--- src/sv/sbra_ram.sv ---
// generic single write port ram with registered read
`timescale 1ns / 1ps
`default_nettype none
module sbra_ram #(
    parameter int WIDTH = 64,
    parameter int DEPTH = 64
) (
    input  wire logic                     clk,
    input  wire logic                     we,
    input  wire logic [$clog2(DEPTH)-1:0] waddr,
    input  wire logic [WIDTH-1:0]         wdata,
    input  wire logic [$clog2(DEPTH)-1:0] raddr,
    output logic      [WIDTH-1:0]         rdata
);

    logic [WIDTH-1:0] mem [DEPTH];

    // write port and registered read port
    always_ff @(posedge clk)
    begin
        if (we)
        begin
            mem[waddr] <= wdata;
        end
        rdata <= mem[raddr];
    end

endmodule
`default_nettype wire

--- config.mk ---
export PLATFORM = sky130hd
export DESIGN_NAME = sbra_ram
export DESIGN_NICKNAME = d
export VERILOG_FILES = /design/src/sv/sbra_ram.sv
export SDC_FILE = /design/constraint.sdc
export NUM_CORES = 2
export LEC_CHECK = 0
export BUFFER_PORTS_ARGS = -buffer_cell sky130_fd_sc_hd__buf_4
export CAP_MARGIN = 10
export CORE_UTILIZATION = 35
export DETAILED_ROUTE_END_ITERATION = 6
export PLACE_DENSITY = 0.57
export SLEW_MARGIN = 25
export SYNTH_ARGS = -nofsm -noshare
export SYNTH_HDL_FRONTEND = slang
export SYNTH_SLANG_ARGS = --single-unit
--- constraint.sdc ---
create_clock -name clk -period 6.9 [get_ports clk]
set_clock_uncertainty 0.1 [all_clocks]
set_input_delay 0.69 -clock clk [delete_from_list [all_inputs] [get_ports clk]]
set_output_delay 0.69 -clock clk [all_outputs]
set_load 0.05 [all_outputs]
==> flow_metrics.env <==
export IMPL_area_growth_pct=14.7
export IMPL_wl_per_cell_um=33.1
export IMPL_post_cts_setup_buffer_count=0
export IMPL_grt_ovfl_total=0
export IMPL_syn_inst=6598
export IMPL_synth_area_per_cell_um2=23.7
export IMPL_coreArea_um2=445000
export IMPL_setup_tns_ns=0
export IMPL_status="complete, but fails checks"
export IMPL_synth_edf_count=4096
export IMPL_synth_net_count=6676
export IMPL_leakage_nw=55.1
export IMPL_synth_seq_cells=4160
export IMPL_fmax_mhz=310
export IMPL_ctsResizeCount=0
export IMPL_dieArea_um2=449000
export IMPL_cts_tree="done"
export IMPL_cts_path_max_buffers=4
export IMPL_async_flop_share=0
export IMPL_ir_drop_mv=0.200
export IMPL_vias=74688
export IMPL_rsz0062_at_grt="no"
export IMPL_path_max_fanout=106
export IMPL_crit_arrival_ns=3.92
export IMPL_violations="design-rule violations"
export IMPL_finalSetupViolations=0
export IMPL_drc=2
export IMPL_first_pass_iters=7
export IMPL_slew_viol_final=0
export IMPL_grt_max_degree=114
export IMPL_cap_violations=0
export IMPL_nNetsFinal=7074
export IMPL_synth_top_flop_cell="edfxtp_1"
export IMPL_drive_above_1_share=0.280
export IMPL_grt_pass1_wl_mm=613
export IMPL_synth_distinct_cells=33
export IMPL_clk_pin_slew_ns=0.06
export IMPL_cts_sinks=4160
export IMPL_die_w_um=670
export IMPL_cts_root_buf="clkbuf_16"
export IMPL_vias_per_cell=5.62
export IMPL_dp_hpwl_mm=238
export IMPL_hold_path_class="in2reg"
export IMPL_path_class="in2reg"
export IMPL_end_kind="flip-flop"
export IMPL_io_buffers=141
export IMPL_clk_latency_ns=0.99
export IMPL_ant_nets=0
export IMPL_first_iter_violations=9058
export IMPL_ys_seq_area_frac=0.795
export IMPL_final_hold_violation_count=0
export IMPL_hold_buffers=0
export IMPL_cts_htree_levels=5
export IMPL_fin_cells=13292
export IMPL_fin_crit_ns=3.22
export IMPL_finalCoreUtilization=0.403
export IMPL_numCtsBuffers=426
export IMPL_die_height_um=670
export IMPL_gp_congestion=0.776
export IMPL_grt_pass1_vias=76104
export IMPL_worst_slack_ns=3.68
export IMPL_start_util=0.351
export IMPL_start_kind="input pin"
export IMPL_hold_worst_slack_ns=0.120
export IMPL_synth_warnings=0
export IMPL_ios=142
export IMPL_syn_cell_area_um2=156000
export IMPL_dp_cells=12496
export IMPL_drt_wl_total_mm=440
export IMPL_grt_util_all_layers=0.193
export IMPL_worst_slew_pin_slew_ns=1.21
export IMPL_antenna_found_initial=35
export IMPL_dpl_worst_slack_ns=2.74
export IMPL_powerDensity_nw_per_um2=296
export IMPL_rows=245
export IMPL_cp_data_required_time_ns=7.60
export IMPL_slew_headroom=0.196
export IMPL_finalCritPeriodShare=0.467
-- per-stage QoR --
step	power [mW]	cell area, um^2
2_1_floorplan	30.1	156000
3_3_place_gp	31.3	166000
3_5_place_dp	31.3	166000
4_1_cts	53.6	179000
5_1_grt	54.6	179000
6_report	53.2	179000
-- cell usage after synthesis, types with 38 or more instances --
| cell | number | share of area |
|---|---|---|
| a211oi_1 | 63 | 0.0030 |
| a22o_1 | 88 | 0.0049 |
| a22oi_1 | 168 | 0.0081 |
| and3_1 | 64 | 0.0026 |
| buf_2 | 170 | 0.0054 |
| clkbuf_1 | 140 | 0.0034 |
| dfxtp_1 | 64 | 0.0082 |
| edfxtp_1 | 4096 | 0.79 |
| mux2i_1 | 135 | 0.0086 |
| mux4_2 | 1024 | 0.15 |
| nand2_1 | 58 | 0.0014 |
| nand3_1 | 45 | 0.0014 |
| nor2_1 | 112 | 0.0027 |
| o221ai_1 | 38 | 0.0021 |
| o22ai_1 | 83 | 0.0033 |
-- final timing paths --
path | slack, ns | from | cells after the start | end
min reg2reg | 0.73 | mem[46][0] | 4 | rdata[0]
max reg2reg | 4.57 | mem[0][42] | 4 | rdata[42]
max | 3.68 | raddr[0] | 7 | rdata[29]
min | 0.12 | wdata[2] | 1 | mem[53][2]
-- layout by cell type (no fill, tap or decap), types with 11 or more instances in the layout --
| master | count |
|---|---|
| a31oi_1 | 18 |
| nor2b_1 | 24 |
| edfxtp_1 | 4096 |
| o221ai_1 | 38 |
| or2_2 | 28 |
| diode_2 | 11 |
| mux4_2 | 1024 |
| mux2i_1 | 135 |
| or3_1 | 29 |
| buf_12 | 47 |
| buf_4 | 288 |
| clkinv_2 | 68 |
| clkbuf_16 | 429 |
| nor2_4 | 65 |
| a22o_1 | 88 |
| a41oi_1 | 26 |
| clkbuf_8 | 27 |
| a22oi_1 | 168 |
| clkinv_1 | 117 |
| clkbuf_1 | 80 |
| and3_1 | 64 |
| o22ai_1 | 83 |
| a2bb2oi_1 | 19 |
| bufinv_16 | 30 |
| nand2_1 | 55 |
| nand3_1 | 45 |
| a211oi_1 | 63 |
| dfxtp_1 | 64 |
| nor2_1 | 47 |
| inv_1 | 19 |
-- routing by layer --
layer  global-route usage  vias up  routed length (um)
met5                    0        -                  70
met1                0.267    41473              180000
met2                0.320     3191              216000
met3               0.0276      657               31100
li1                     -    29359                   -
met4               0.0546        8               12600
-- registers in the layout (all words and copies together), names as in the netlist --
signal  count
mem      4096
rdata      64
-- cell type report --
| cell class | instances | area, um^2 |
|---|---|---|
| diodes | 11 | 27.5 |
| clock buffers | 536 | 11400 |
| clock inverters | 249 | 2150 |
| fillers | 38671 | 266000 |
| inverters | 19 | 71.3 |
| multi-input cells | 2049 | 30800 |
| flip-flops and latches | 4160 | 124000 |
| well taps | 5928 | 7420 |
| repair buffers | 340 | 3220 |
-- cells by family (layout without fill, tap and decap cells) --
kind of cell	Yosys count	count (layout)	synth area share
and+or+nand+nor	386	386	0.0124
buffers and inverters	389	1144	0.0118
other	0	11	0
AOI/OAI and AO/OA	504	504	0.0248
DFF	4160	4160	0.795
muxes	1159	1159	0.156
-- critical path, stage by stage --
cell	delay (ns)
buf_16	0.45
buf_12	0.64
mux4_2	0.59
mux2i_1	0.18
o22ai_1	0.15
a41oi_1	0.64
a211oi_1	0.09
-- where the power goes --
part	switching (mW)	internal [mW]
logic	1.70	0.908
registers	0.152	28.0
clock network	9.62	12.8
total	11.5	41.7
Power figures use the tool's default switching activity.
